<file path="config.mk">
export PLATFORM = sky130hd
export DESIGN_NAME = catmull_rom_curve_sampler
export DESIGN_NICKNAME = d
export VERILOG_FILES = /design/src/sv/crs_pkg.sv /design/src/sv/crs_mac.sv /design/src/sv/crs_seq.sv /design/src/sv/catmull_rom_curve_sampler.sv
export SDC_FILE = /design/constraint.sdc
export NUM_CORES = 1
export LEC_CHECK = 0
export ABC_AREA = 0
export ABC_CLOCK_PERIOD_IN_PS = 11100
export BUFFER_PORTS_ARGS = -buffer_cell sky130_fd_sc_hd__buf_2
export CORE_MARGIN = 3
export CORE_UTILIZATION = 30
export DETAILED_ROUTE_END_ITERATION = 10
export HOLD_SLACK_MARGIN = 0.1
export SKIP_LAST_GASP = 1
export SLEW_MARGIN = 30
export SYNTH_ARGS = -nofsm -noshare
export SYNTH_HDL_FRONTEND = slang
export SYNTH_HIERARCHICAL = 1
export SYNTH_SLANG_ARGS = --single-unit
</file>
<file path="constraint.sdc">
create_clock -name clk -period 11.1 [get_ports clk]
set_input_delay 1.11 -clock clk [delete_from_list [all_inputs] [get_ports clk]]
set_output_delay 1.11 -clock clk [all_outputs]
set_load 0.1 [all_outputs]
</file>
<file path="src/sv/crs_pkg.sv">
// shared types, widths and helpers for the catmull-rom curve sampler
// no dependencies; imported by every module of the block
`default_nettype none

package crs_pkg;

  localparam int COORD_BITS = 12;
  localparam int FRAC_BITS  = 12;

  // parameter step limits, Q0.FRAC_BITS
  localparam int STEP_W     = FRAC_BITS + 1;
  localparam int ONE_SEG    = 1 << FRAC_BITS;
  localparam int STEP_MIN   = (ONE_SEG + 62) / 63;
  localparam int STEP_RESET = 410;

  // blend weights stay within 2 * 2^FRAC_BITS in magnitude
  localparam int WGT_W = FRAC_BITS + 4;
  // shared multiplier operand and accumulator widths
  localparam int MUL_W = WGT_W + 1;
  localparam int ACC_W = 32;

  // vertex output range
  localparam int OUT_W   = 14;
  localparam int OUT_MIN = -4096;
  localparam int OUT_MAX = 8191;

  localparam int IN_DATA_W  = ((2 * COORD_BITS + 7) / 8) * 8;
  localparam int OUT_DATA_W = ((2 * OUT_W + 7) / 8) * 8;

  typedef logic [COORD_BITS-1:0]         coord_t;
  typedef logic signed [WGT_W-1:0]       wgt_t;
  typedef logic signed [MUL_W-1:0]       mul_op_t;
  typedef logic signed [ACC_W-1:0]       acc_t;
  typedef logic signed [OUT_W-1:0]       vout_t;

  typedef struct packed {
    logic en;
    logic clr;
  } mac_ctl_t;

  typedef struct packed {
    logic  load;
    vout_t x;
    vout_t y;
    logic  last;
  } vtx_t;

  // divide by 2^(FRAC_BITS+1) toward zero, then clamp to the output range
  function automatic vout_t scale_sat(input acc_t s);
    acc_t q;
    q = s >>> (FRAC_BITS + 1);
    if (s[ACC_W-1] && (|s[FRAC_BITS:0])) begin
      q = q + acc_t'(1);
    end
    if (q < acc_t'(OUT_MIN)) begin
      q = acc_t'(OUT_MIN);
    end else if (q > acc_t'(OUT_MAX)) begin
      q = acc_t'(OUT_MAX);
    end
    return q[OUT_W-1:0];
  endfunction

endpackage

`default_nettype wire

</file>
<file path="src/sv/crs_mac.sv">
// shared signed multiply-accumulate unit of the curve sampler
// depends on crs_pkg for operand and accumulator widths
`default_nettype none

module crs_mac (
  input  wire logic              clk,
  input  wire crs_pkg::mac_ctl_t ctl_i,
  input  wire crs_pkg::mul_op_t  a_i,
  input  wire crs_pkg::mul_op_t  b_i,
  output crs_pkg::acc_t          acc_o
);
  import crs_pkg::*;

  logic signed [2*MUL_W-1:0] prod;
  acc_t                      acc_r;
  acc_t                      acc_nxt;

  assign prod = a_i * b_i;

  always_comb begin
    if (ctl_i.clr) begin
      acc_nxt = ACC_W'(prod);
    end else begin
      acc_nxt = acc_r + ACC_W'(prod);
    end
  end

  always_ff @(posedge clk) begin
    if (ctl_i.en) begin
      acc_r <= acc_nxt;
    end
  end

  assign acc_o = acc_r;

endmodule

`default_nettype wire

</file>
<file path="src/sv/crs_seq.sv">
// sequencer of the curve sampler: point window, sample parameter and the
// per-vertex schedule on the shared mac; depends on crs_pkg and crs_mac
`default_nettype none

module crs_seq (
  input  wire logic                      clk,
  input  wire logic                      rst_n,
  input  wire logic                      in_valid_i,
  output logic                           in_ready_o,
  input  wire crs_pkg::coord_t           px_i,
  input  wire crs_pkg::coord_t           py_i,
  input  wire logic                      last_i,
  input  wire logic [crs_pkg::STEP_W-1:0] step_i,
  input  wire logic                      slot_free_i,
  output crs_pkg::vtx_t                  vtx_o
);
  import crs_pkg::*;

  localparam logic [2:0] S_IDLE = 3'd0;
  localparam logic [2:0] S_SQ   = 3'd1;
  localparam logic [2:0] S_CUBE = 3'd2;
  localparam logic [2:0] S_WGT  = 3'd3;
  localparam logic [2:0] S_MAC  = 3'd4;
  localparam logic [2:0] S_FIN  = 3'd5;
  localparam logic [2:0] S_EMIT = 3'd6;
  localparam logic [2:0] S_END  = 3'd7;

  logic [2:0]           state_r, state_nxt;
  logic [1:0]           k_r, k_nxt;
  logic                 lane_r, lane_nxt;
  logic [FRAC_BITS-1:0] t_r, t_nxt;
  logic [FRAC_BITS-1:0] pos_r, pos_nxt;
  logic [1:0]           seen_r, seen_nxt;

  coord_t win_x_r [3];
  coord_t win_y_r [3];
  coord_t px_r, py_r;
  logic   last_r;
  logic [FRAC_BITS-1:0] tt_r;
  wgt_t   w_r [4];
  vout_t  vx_r;

  logic     win_clr, win_shift;
  coord_t   shift_x, shift_y;
  logic     take_in, wgt_load, vx_load;
  mac_ctl_t mac_ctl;
  mul_op_t  mac_a, mac_b;
  acc_t     acc;
  coord_t   cur_p;

  logic [FRAC_BITS:0]   t_sum;
  logic [FRAC_BITS-1:0] acc_mid;
  wgt_t                 tt_s, ttt_s, u_s;
  wgt_t                 w1, w2, w3, w4;

  crs_mac u_mac (
    .clk   (clk),
    .ctl_i (mac_ctl),
    .a_i   (mac_a),
    .b_i   (mac_b),
    .acc_o (acc)
  );

  // floor(product / 2^FRAC_BITS) of a square or cube step
  assign acc_mid = acc[2*FRAC_BITS-1:FRAC_BITS];
  assign t_sum   = {1'b0, t_r} + step_i;

  assign tt_s  = signed'(WGT_W'(tt_r));
  assign ttt_s = signed'(WGT_W'(acc_mid));
  assign u_s   = signed'(WGT_W'(t_r));
  assign w1 = (tt_s <<< 1) - ttt_s - u_s;
  assign w2 = (ttt_s <<< 1) + ttt_s - (tt_s <<< 2) - tt_s + wgt_t'(2 * ONE_SEG);
  assign w3 = (tt_s <<< 2) + u_s - (ttt_s <<< 1) - ttt_s;
  assign w4 = ttt_s - tt_s;

  always_comb begin
    unique case (k_r)
      2'd0: cur_p = lane_r ? win_y_r[0] : win_x_r[0];
      2'd1: cur_p = lane_r ? win_y_r[1] : win_x_r[1];
      2'd2: cur_p = lane_r ? win_y_r[2] : win_x_r[2];
      2'd3: cur_p = lane_r ? py_r : px_r;
      default: cur_p = '0;
    endcase
  end

  assign in_ready_o = (state_r == S_IDLE);

  always_comb begin
    state_nxt = state_r;
    k_nxt     = k_r;
    lane_nxt  = lane_r;
    t_nxt     = t_r;
    pos_nxt   = pos_r;
    seen_nxt  = seen_r;
    win_clr   = 1'b0;
    win_shift = 1'b0;
    shift_x   = px_r;
    shift_y   = py_r;
    take_in   = 1'b0;
    wgt_load  = 1'b0;
    vx_load   = 1'b0;
    mac_ctl   = '0;
    mac_a     = '0;
    mac_b     = '0;
    vtx_o     = '0;
    unique case (state_r)
      S_IDLE: begin
        if (in_valid_i) begin
          if (seen_r == 2'd3) begin
            take_in   = 1'b1;
            t_nxt     = pos_r;
            state_nxt = S_SQ;
          end else if (last_i) begin
            // short curve: nothing to draw
            win_clr  = 1'b1;
            seen_nxt = '0;
            pos_nxt  = '0;
          end else begin
            win_shift = 1'b1;
            shift_x   = px_i;
            shift_y   = py_i;
            seen_nxt  = seen_r + 2'd1;
          end
        end
      end
      S_SQ: begin
        mac_ctl   = '{en: 1'b1, clr: 1'b1};
        mac_a     = signed'(MUL_W'(t_r));
        mac_b     = signed'(MUL_W'(t_r));
        state_nxt = S_CUBE;
      end
      S_CUBE: begin
        mac_ctl   = '{en: 1'b1, clr: 1'b1};
        mac_a     = signed'(MUL_W'(acc_mid));
        mac_b     = signed'(MUL_W'(t_r));
        state_nxt = S_WGT;
      end
      S_WGT: begin
        wgt_load  = 1'b1;
        k_nxt     = '0;
        lane_nxt  = 1'b0;
        state_nxt = S_MAC;
      end
      S_MAC: begin
        mac_ctl = '{en: 1'b1, clr: (k_r == 2'd0)};
        mac_a   = signed'(MUL_W'(cur_p));
        mac_b   = MUL_W'(w_r[k_r]);
        k_nxt   = k_r + 2'd1;
        if (k_r == 2'd3) begin
          state_nxt = lane_r ? S_EMIT : S_FIN;
        end
      end
      S_FIN: begin
        vx_load   = 1'b1;
        lane_nxt  = 1'b1;
        state_nxt = S_MAC;
      end
      S_EMIT: begin
        if (slot_free_i) begin
          vtx_o = '{load: 1'b1, x: vx_r, y: scale_sat(acc), last: 1'b0};
          if (t_sum[FRAC_BITS]) begin
            // carry the leftover parameter into the next segment
            pos_nxt = t_sum[FRAC_BITS-1:0];
            if (last_r) begin
              state_nxt = S_END;
            end else begin
              win_shift = 1'b1;
              state_nxt = S_IDLE;
            end
          end else begin
            t_nxt     = t_sum[FRAC_BITS-1:0];
            state_nxt = S_SQ;
          end
        end
      end
      S_END: begin
        if (slot_free_i) begin
          vtx_o = '{load: 1'b1, x: signed'(OUT_W'(win_x_r[2])),
                    y: signed'(OUT_W'(win_y_r[2])), last: 1'b1};
          win_clr   = 1'b1;
          seen_nxt  = '0;
          pos_nxt   = '0;
          state_nxt = S_IDLE;
        end
      end
      default: begin
        state_nxt = S_IDLE;
      end
    endcase
  end

  always_ff @(posedge clk) begin
    if (!rst_n) begin
      state_r <= S_IDLE;
      k_r     <= '0;
      lane_r  <= 1'b0;
      t_r     <= '0;
      pos_r   <= '0;
      seen_r  <= '0;
      for (int i = 0; i < 3; i++) begin
        win_x_r[i] <= '0;
        win_y_r[i] <= '0;
      end
    end else begin
      state_r <= state_nxt;
      k_r     <= k_nxt;
      lane_r  <= lane_nxt;
      t_r     <= t_nxt;
      pos_r   <= pos_nxt;
      seen_r  <= seen_nxt;
      if (win_clr) begin
        for (int i = 0; i < 3; i++) begin
          win_x_r[i] <= '0;
          win_y_r[i] <= '0;
        end
      end else if (win_shift) begin
        win_x_r[0] <= win_x_r[1];
        win_x_r[1] <= win_x_r[2];
        win_x_r[2] <= shift_x;
        win_y_r[0] <= win_y_r[1];
        win_y_r[1] <= win_y_r[2];
        win_y_r[2] <= shift_y;
      end
    end
  end

  always_ff @(posedge clk) begin
    if (take_in) begin
      px_r   <= px_i;
      py_r   <= py_i;
      last_r <= last_i;
    end
    if (state_r == S_CUBE) begin
      tt_r <= acc_mid;
    end
    if (wgt_load) begin
      w_r[0] <= w1;
      w_r[1] <= w2;
      w_r[2] <= w3;
      w_r[3] <= w4;
    end
    if (vx_load) begin
      vx_r <= scale_sat(acc);
    end
  end

endmodule

`default_nettype wire

</file>
<file path="src/sv/catmull_rom_curve_sampler.sv">
// top level of the uniform catmull-rom curve sampler: step register,
// output register and the sequencer; depends on crs_pkg, crs_seq, crs_mac
`default_nettype none

// Takes 2D control points as stream requests and draws each uniform
// catmull-rom segment between the middle two of the last four points as
// polyline vertices, stepping a Q0.12 parameter by the configured step and
// carrying the leftover fraction into the next segment. A point flagged by
// in_tlast also emits the segment end point with out_tlast set and starts a
// new curve; curves of fewer than four points draw nothing. One multiplier
// is shared by all products, so each vertex is worked out in steps (square,
// cube, weights, four products per axis, x rounding, hand-off), and a point
// draws n vertices, plus the end point when flagged, where n is the number of
// samples falling in its segment (at most 63); a hand-off waits while the
// previous vertex is still stalled downstream. A point that completes no
// segment is taken without leaving the idle state. in_tready is low while a
// point is being worked on; the output register lets the next vertex be
// computed while the previous one waits downstream. cfg_data sets the step
// (Q0.12, clamped to 66..4096) and must only be written while the block is idle.
module catmull_rom_curve_sampler (
  input  wire logic                           clk,
  input  wire logic                           rst_n,
  input  wire logic                           in_tvalid,
  output logic                                in_tready,
  input  wire logic [crs_pkg::IN_DATA_W-1:0]  in_tdata,   // point_x, point_y
  input  wire logic                           in_tlast,   // end_of_curve
  output logic                                out_tvalid,
  input  wire logic                           out_tready,
  output logic [crs_pkg::OUT_DATA_W-1:0]      out_tdata,  // vertex_x, vertex_y, zero pad
  output logic                                out_tlast,  // last_vertex
  input  wire logic                           cfg_valid,
  output logic                                cfg_ready,
  input  wire logic [crs_pkg::STEP_W-1:0]     cfg_data    // step_size
);
  import crs_pkg::*;

  logic [STEP_W-1:0] step_r;
  logic [STEP_W-1:0] step_eff;
  logic              out_valid_r, out_valid_nxt;
  vout_t             out_x_r, out_y_r;
  logic              out_last_r;
  logic              slot_free;
  vtx_t              vtx;

  assign cfg_ready = 1'b1;

  always_comb begin
    priority if (step_r < STEP_W'(STEP_MIN)) begin
      step_eff = STEP_W'(STEP_MIN);
    end else if (step_r > STEP_W'(ONE_SEG)) begin
      step_eff = STEP_W'(ONE_SEG);
    end else begin
      step_eff = step_r;
    end
  end

  crs_seq u_seq (
    .clk         (clk),
    .rst_n       (rst_n),
    .in_valid_i  (in_tvalid),
    .in_ready_o  (in_tready),
    .px_i        (in_tdata[COORD_BITS-1:0]),
    .py_i        (in_tdata[2*COORD_BITS-1:COORD_BITS]),
    .last_i      (in_tlast),
    .step_i      (step_eff),
    .slot_free_i (slot_free),
    .vtx_o       (vtx)
  );

  assign slot_free = !out_valid_r || out_tready;

  always_comb begin
    out_valid_nxt = out_valid_r;
    if (vtx.load) begin
      out_valid_nxt = 1'b1;
    end else if (out_tready) begin
      out_valid_nxt = 1'b0;
    end
  end

  always_ff @(posedge clk) begin
    if (!rst_n) begin
      step_r      <= STEP_W'(STEP_RESET);
      out_valid_r <= 1'b0;
    end else begin
      out_valid_r <= out_valid_nxt;
      if (cfg_valid && cfg_ready) begin
        step_r <= cfg_data;
      end
    end
  end

  always_ff @(posedge clk) begin
    if (vtx.load) begin
      out_x_r    <= vtx.x;
      out_y_r    <= vtx.y;
      out_last_r <= vtx.last;
    end
  end

  assign out_tvalid = out_valid_r;
  assign out_tdata  = OUT_DATA_W'({out_y_r, out_x_r});
  assign out_tlast  = out_last_r;

endmodule

`default_nettype wire

</file>
==> results of run 1 <==
per-stage QoR:
step | cells | cell area [um^2] | setup WS (ps) | hold WS [ps] | utilization
floorplan | 3061 | 30200 | 1380 | 432 | -
global placement | 4361 | 32100 | 879 | 438 | 0.325
detailed placement | 4361 | 32100 | 694 | 443 | 0.325
CTS | 4428 | 33400 | 651 | 451 | 0.338
global route | 4429 | 33400 | 0.377 | 500 | 0.338
finish | 4429 | 33400 | 789 | 454 | 0.338
final timing paths:
check / startpoint / endpoint / slack (ps) / cells past startpoint
max: u_seq/state_r[1] / u_seq/u_mac/acc_o[31] / 790 / 37
min: u_seq/pos_r[8] / u_seq/pos_r[8] / 450 / 2
max reg2reg: u_seq/state_r[1] / u_seq/u_mac/acc_o[31] / 790 / 37
min reg2reg: u_seq/pos_r[8] / u_seq/pos_r[8] / 450 / 2
power groups by stage:
stage	Combinational [mW]	Clock, mW	Sequential (mW)
after floorplan	1.49	0	1.46
after global placement	1.96	0	1.49
after detailed placement	1.98	0	1.49
after CTS	1.99	1.28	1.47
after global routing	2.25	1.31	1.48
final	2.01	1.24	1.47
per-layer routing:
metal / GRT usage / wire (um)
met5: 0 / 41
met1: 0.217 / 36300
met3: 0.0261 / 5040
met2: 0.254 / 36100
met4: 0.0476 / 2390
flip-flops by register name, indices dropped and copies added (netlist names), named ones only:
register           flops
u_seq/tt_r            12
u_seq/py_r            12
u_seq/pos_r           12
u_seq/seen_r           2
u_seq/state_r          3
u_seq/lane_r           1
u_seq/win_y_r         36
u_seq/px_r            12
u_seq/t_r             12
u_seq/win_x_r         36
u_seq/last_r           1
step_r                13
u_seq/k_r              2
u_seq/w_r             58
out_x_r               14
u_seq/u_mac/acc_o     32
out_tvalid             1
out_tlast              1
u_seq/vx_r            14
out_y_r               14
cells by family after synthesis:
family,after synthesis,synth area share
AOI/OAI and AO/OA,503,0.118
xor gates and xnor gates,143,0.0421
adders and majority gates,566,0.316
buffers and inverters,626,0.0802
DFF,290,0.274
muxes,61,0.0319
other,3,0.000375
and+or+nand+nor,828,0.138
Yosys cell counts (all sizes together), types with 36 or more instances:
library cell / count / area [um^2]
ha: 244 / 3050
xnor2: 96 / 841
and2: 219 / 1370
a22o: 36 / 315
xor2: 46 / 403
dfxtp: 48 / 961
nor2: 129 / 484
nand2: 267 / 1000
inv: 515 / 1930
clkbuf: 88 / 330
a211oi: 38 / 300
fa: 322 / 6450
nor3: 40 / 205
edfxtp: 242 / 7270
a21oi: 124 / 636
a21o: 36 / 270
o21ai: 79 / 407
nand3: 39 / 200
worst min-delay path: stages (launching register included):
cell	delay (ps)
dfxtp_1	300
nand2_1	50
a21oi_1	50
final cells by class:
| type | instances | area (um^2) |
|---|---|---|
| Sequential cell | 290 | 8230 |
| Multi-Input combinational cell | 2145 | 19600 |
| Fill cell | 9932 | 65500 |
| Antenna cell | 1 | 2.50 |
| Tap cell | 1287 | 1610 |
| Inverter | 516 | 1940 |
| Timing Repair Buffer | 123 | 741 |
| Clock buffer | 40 | 937 |
| Clock inverter | 27 | 302 |
repair_timing:
action,in CTS,in global routing
setup buffers,0,0
endpoints found under the setup margin,0,1
gates resized for setup,0,7
==> key figures, run 1 <==
Yosys
  • Post-Syn Area per Cell: 9.95 um^2
  • Asr flop ratio synth: 0
  • Cell Area, Synth: 0.0301 mm^2
  • Post-Syn Instances: 3020
  • EDFF count, synth: 242
  • Sequential-to-total area share from yosys stat: 0.274
  • Top FF cell, synth: edfxtp_1
  • Yosys warnings: 6
  • Yosys reg bits: 290
  • Netlist cell types: 90

Global route
  • Vias in the first global route: 22546
  • Initial antenna violation count: 4
  • Global route overflow: 0
  • Pin count of the biggest net entering global routing: 73
  • All-Layer GR Usage: 0.157
  • First-pass GRT wire length: 129 mm

Timing
  • Unrepaired setup endpoints after global routing: no
  • Final setup skew: 32.6 ps
  • Worst slew margin: 0.362
  • Final count of hold timing violations: 0
  • Final setup viols: 0
  • Worst-Margin Slew: 957 ps
  • Minimum clock period: 10310 ps
  • Max Fclk: 97.0 MHz
  • Pins Over Slew Limit: 0
  • Setup TNS: 0 ps
  • Fin crit share: 0.929

Die
  • Full die area: 0.104 mm^2
  • Starting Density: 0.304
  • Die Y-Extent: 323 um
  • Row Count: 115
  • Area of the core: 0.0989 mm^2
  • Ports: 79
  • Die width: 323 um

Worst setup path
  • Worst-path fanout max: 17
  • Endpoint class of the critical path: flop
  • Worst path slowest cell: fa_1
  • CP max stage delay: 540 ps
  • Critical path class: reg -> reg
  • Data arrival, critical path: 10600 ps
  • Buffers & Inverters on Critical Path: 6
  • Most Frequent Cell on Critical Path: fa_1
  • Cell family with most CP delay: adder cells
  • Worst Path Required: 11390 ps
  • Startpoint Class: flop

Clocking
  • CTS tree: done
  • Clock Tree Root: clkbuf_16
  • TritonCTS Sinks: 290
  • # hold bufs at CTS: 0
  • Bufs on Longest Clock Path: 3
  • Worst-path clk slew: 60 ps
  • TritonCTS Buffers: 37
  • Number of H-tree levels: 2
  • Worst skew pair latency: 570 ps

Power
  • Clock power share: 0.263
  • Leak: 14.8 nW
  • Seq pwr share: 0.311
  • P_int: 2.95 mW
  • Gate power share: 0.426
  • Sw power: 1.77 mW
  • Maximum vdd drop: 0.103 mV
  • Sw Share: 0.376
  • Pwr Total: 4.72 mW
  • Pwr per Cell Area: 141 mW/mm^2

Detailed routing
  • Vias per std cell: 4.90
  • 1st-iter DRT viols: 1527
  • Drt wl/cell: 18.0 um
  • Post-Route WL: 79.8 mm
  • Drt pass-1 iters: 8
  • Via count: 21707
  • Antenna-violating nets left: 0
  • Remaining DRCs: 0

Placement
  • Gpl congestion: 0.861
  • Detailed placement HPWL: 63.8 mm
  • I/O Buffers: 73

Min path
  • Hold Crit Class: reg -> reg

Run status
  • Status: complete, no violations

Final layout
  • P&R area growth vs syn: 11.1%
  • Share of cells above drive strength 1: 0.0856
  • Most common cell after layout, fill and taps aside: inv_1
  • Layout Nets: 3722
  • Most frequent cells in the layout: inv_1 (512), fa_1 (322), nand2_1 (267)

Run
  • Max Cap Viol: 0
No activity file was read; power rests on OpenSTA's default activity.
==> inputs of run 2 (changes only) <==
- ABC_CLOCK_PERIOD_IN_PS: 11100 -> 10800
- TNS_END_PERCENT: default -> 30
- clock period: 11.1 -> 10.8 ns (I/O delays scaled with it)
==> run 2 against run 1 <==
Compared with the run above:
- core utilization about the same
- clock-buffer cell count unchanged
- sequential power barely moved
- cell count is 0.14% higher
- critical path type unchanged
- flip-flop and latch count stayed put
- final area about the same
- non-clock buffer count increased by 7
- worst setup slack got worse by 170 ps
- largest cell class unchanged
- combinational power is 4% higher
- clock skew decreased by 7.5 ps
==> key figures, run 2 (synthesized netlist as in run 1, its figures left out) <==
Run
  • Max Cap Viol: 0

Final layout
  • Antenna fix cells: 0
  • Most frequent cells in the layout: inv_1 (512), fa_1 (322), nand2_1 (267)
  • Share of cells above drive strength 1: 0.0877
  • Number of flip-flops under the largest register name: 58
  • Most common cell after layout, fill and taps aside: inv_1
  • Fillers: 10011
  • P&R area growth vs syn: 11.0%
  • Register with the most flip-flops: u_seq/w_r
  • Top Registers: u_seq/w_r (58), u_seq/win_x_r (36), u_seq/win_y_r (36)
  • Layout Nets: 3729
  • Post-Layout Cell Count: 4435
  • Final core occ: 0.338

Timing
  • Hold WS: 456 ps
  • Worst slew margin: 0.343
  • Minimum clock period: 10180 ps
  • Final setup viols: 0
  • Final count of hold timing violations: 0
  • Max Fclk: 98.3 MHz
  • Pins Over Slew Limit: 0
  • Final setup skew: 25.1 ps
  • Final worst slack: 623 ps
  • Fin crit share: 0.942
  • Worst-Margin Slew: 985 ps

Die
  • Ports: 79
  • Die Y-Extent: 323 um
  • Starting Density: 0.304
  • Die width: 323 um
  • Row Count: 115
  • Area of the core: 0.0989 mm^2
  • Full die area: 0.104 mm^2

Placement
  • Placed Cells: 4368
  • Worst slack at placement: 456 ps
  • Gpl congestion: 0.878
  • I/O Buffers: 73
  • Detailed placement HPWL: 65.0 mm

Worst setup path
  • Worst R2R Path Depth: 38
  • Critical path class: reg -> reg
  • Endpoint class of the critical path: flop
  • Reg2Reg Launch Point: u_seq/k_r[1]
  • Cell family with most CP delay: adder cells
  • Worst Path Required: 11100 ps
  • Data arrival, critical path: 10470 ps
  • Worst-path fanout max: 17
  • RR Endpoint: u_seq/u_mac/acc_o[31]
  • Startpoint Class: flop
  • Critical Path Start: u_seq/k_r[1]
  • Register-to-register setup slack: 620 ps
  • CP max stage delay: 570 ps
  • Worst path slowest cell: fa_1
  • Buffers & Inverters on Critical Path: 7
  • Most Frequent Cell on Critical Path: fa_1

Run status
  • Status: complete, no violations

Detailed routing
  • 1st-iter DRT viols: 1799
  • Vias per std cell: 4.96
  • Via count: 21996
  • Post-Route WL: 81.4 mm
  • Antenna-violating nets left: 0
  • Drt pass-1 iters: 8
  • Remaining DRCs: 0
  • Drt wl/cell: 18.4 um

Min path
  • HP Start: u_seq/pos_r[8]
  • Hold depth: 2
  • WHS Endpoint: u_seq/pos_r[8]
  • Hold Crit Class: reg -> reg

Clocking
  • Number of H-tree levels: 2
  • CTS tree: done
  • Clock Tree Root: clkbuf_16
  • TritonCTS Sinks: 290
  • Bufs on Longest Clock Path: 3
  • Worst skew pair latency: 570 ps
  • # hold bufs at CTS: 0
  • Worst-path clk slew: 60 ps
  • TritonCTS Buffers: 37

Global route
  • Vias in the first global route: 22336
  • First-pass GRT wire length: 129 mm
  • Pin count of the biggest net entering global routing: 73
  • Global route overflow: 0
  • Initial antenna violation count: 4
  • All-Layer GR Usage: 0.159

Power
  • Maximum vdd drop: 0.119 mV
  • Pwr per Cell Area: 144 mW/mm^2
  • Pwr Total: 4.79 mW
  • Leak: 14.8 nW
[run 2: changes by cell type in the layout (fill, tap and decap cells not counted), moves of 2 or more]
cell and change:
buf_4 +6, bufinv_16 -4, clkinv_1 +2, clkinvlp_4 +2
[run 2: repair_timing]
item                                    CTS  global route
endpoints found under the hold margin     0             0
endpoints found under the setup margin    0             1
gates resized for setup                   0            10
buffers inserted                          0             0
[run 2: cell type report]
cell class | instances | area (um^2) | area share
repair buffers | 130 | 806 | 0.0241
clock inverters | 27 | 210 | 0.00630
inverters | 516 | 1940 | 0.0580
flip-flops and latches | 290 | 8230 | 0.247
well taps | 1287 | 1610 | 0.0482
multi-input cells | 2145 | 19600 | 0.589
clock buffers | 40 | 937 | 0.0281
[run 2: through the flow]
stage | setup TNS, ps | cell area [um^2]
2_1_floorplan | 0 | 30200
3_3_place_gp | 0 | 32200
3_5_place_dp | 0 | 32200
4_1_cts | 0 | 33300
5_1_grt | -1.83 | 33400
6_report | 0 | 33400
[run 2: worst min-delay path: cells and delay by family (launching register included)]
family	cells	cell delay [ps]
and+or+nand+nor	1	50
AOI/OAI and AO/OA	1	50
DFF	1	300
[run 2: worst max-delay path by stage]
| stage | to | slack, ps | cells after the start |
|---|---|---|---|
| 2_1_floorplan | u_seq/u_mac/acc_o[31] | 1080 | 37 |
| 3_3_place_gp | u_seq/u_mac/acc_o[31] | 700 | 38 |
| 3_5_place_dp | u_seq/u_mac/acc_o[31] | 460 | 38 |
| 4_1_cts | u_seq/u_mac/acc_o[31] | 420 | 38 |
| 5_1_grt | u_seq/u_mac/acc_o[31] | -2 | 38 |
| 6_report | u_seq/u_mac/acc_o[31] | 620 | 38 |
[run 2: where the power goes]
group          switching, mW  total [mW]  internal (mW)  leakage, nW
clock                  0.524        1.19          0.665        0.563
sequential            0.0760        1.50           1.43         2.66
combinational           1.25        2.10          0.850         11.6
[run 2: layer usage]
layer,part of all wire,track usage,vias to the layer above
li1,-,-,10250
met1,0.45,0.222,10938
met2,0.45,0.253,660
met3,0.063,0.0251,140
met4,0.029,0.0466,8
met5,0.00077,0,-
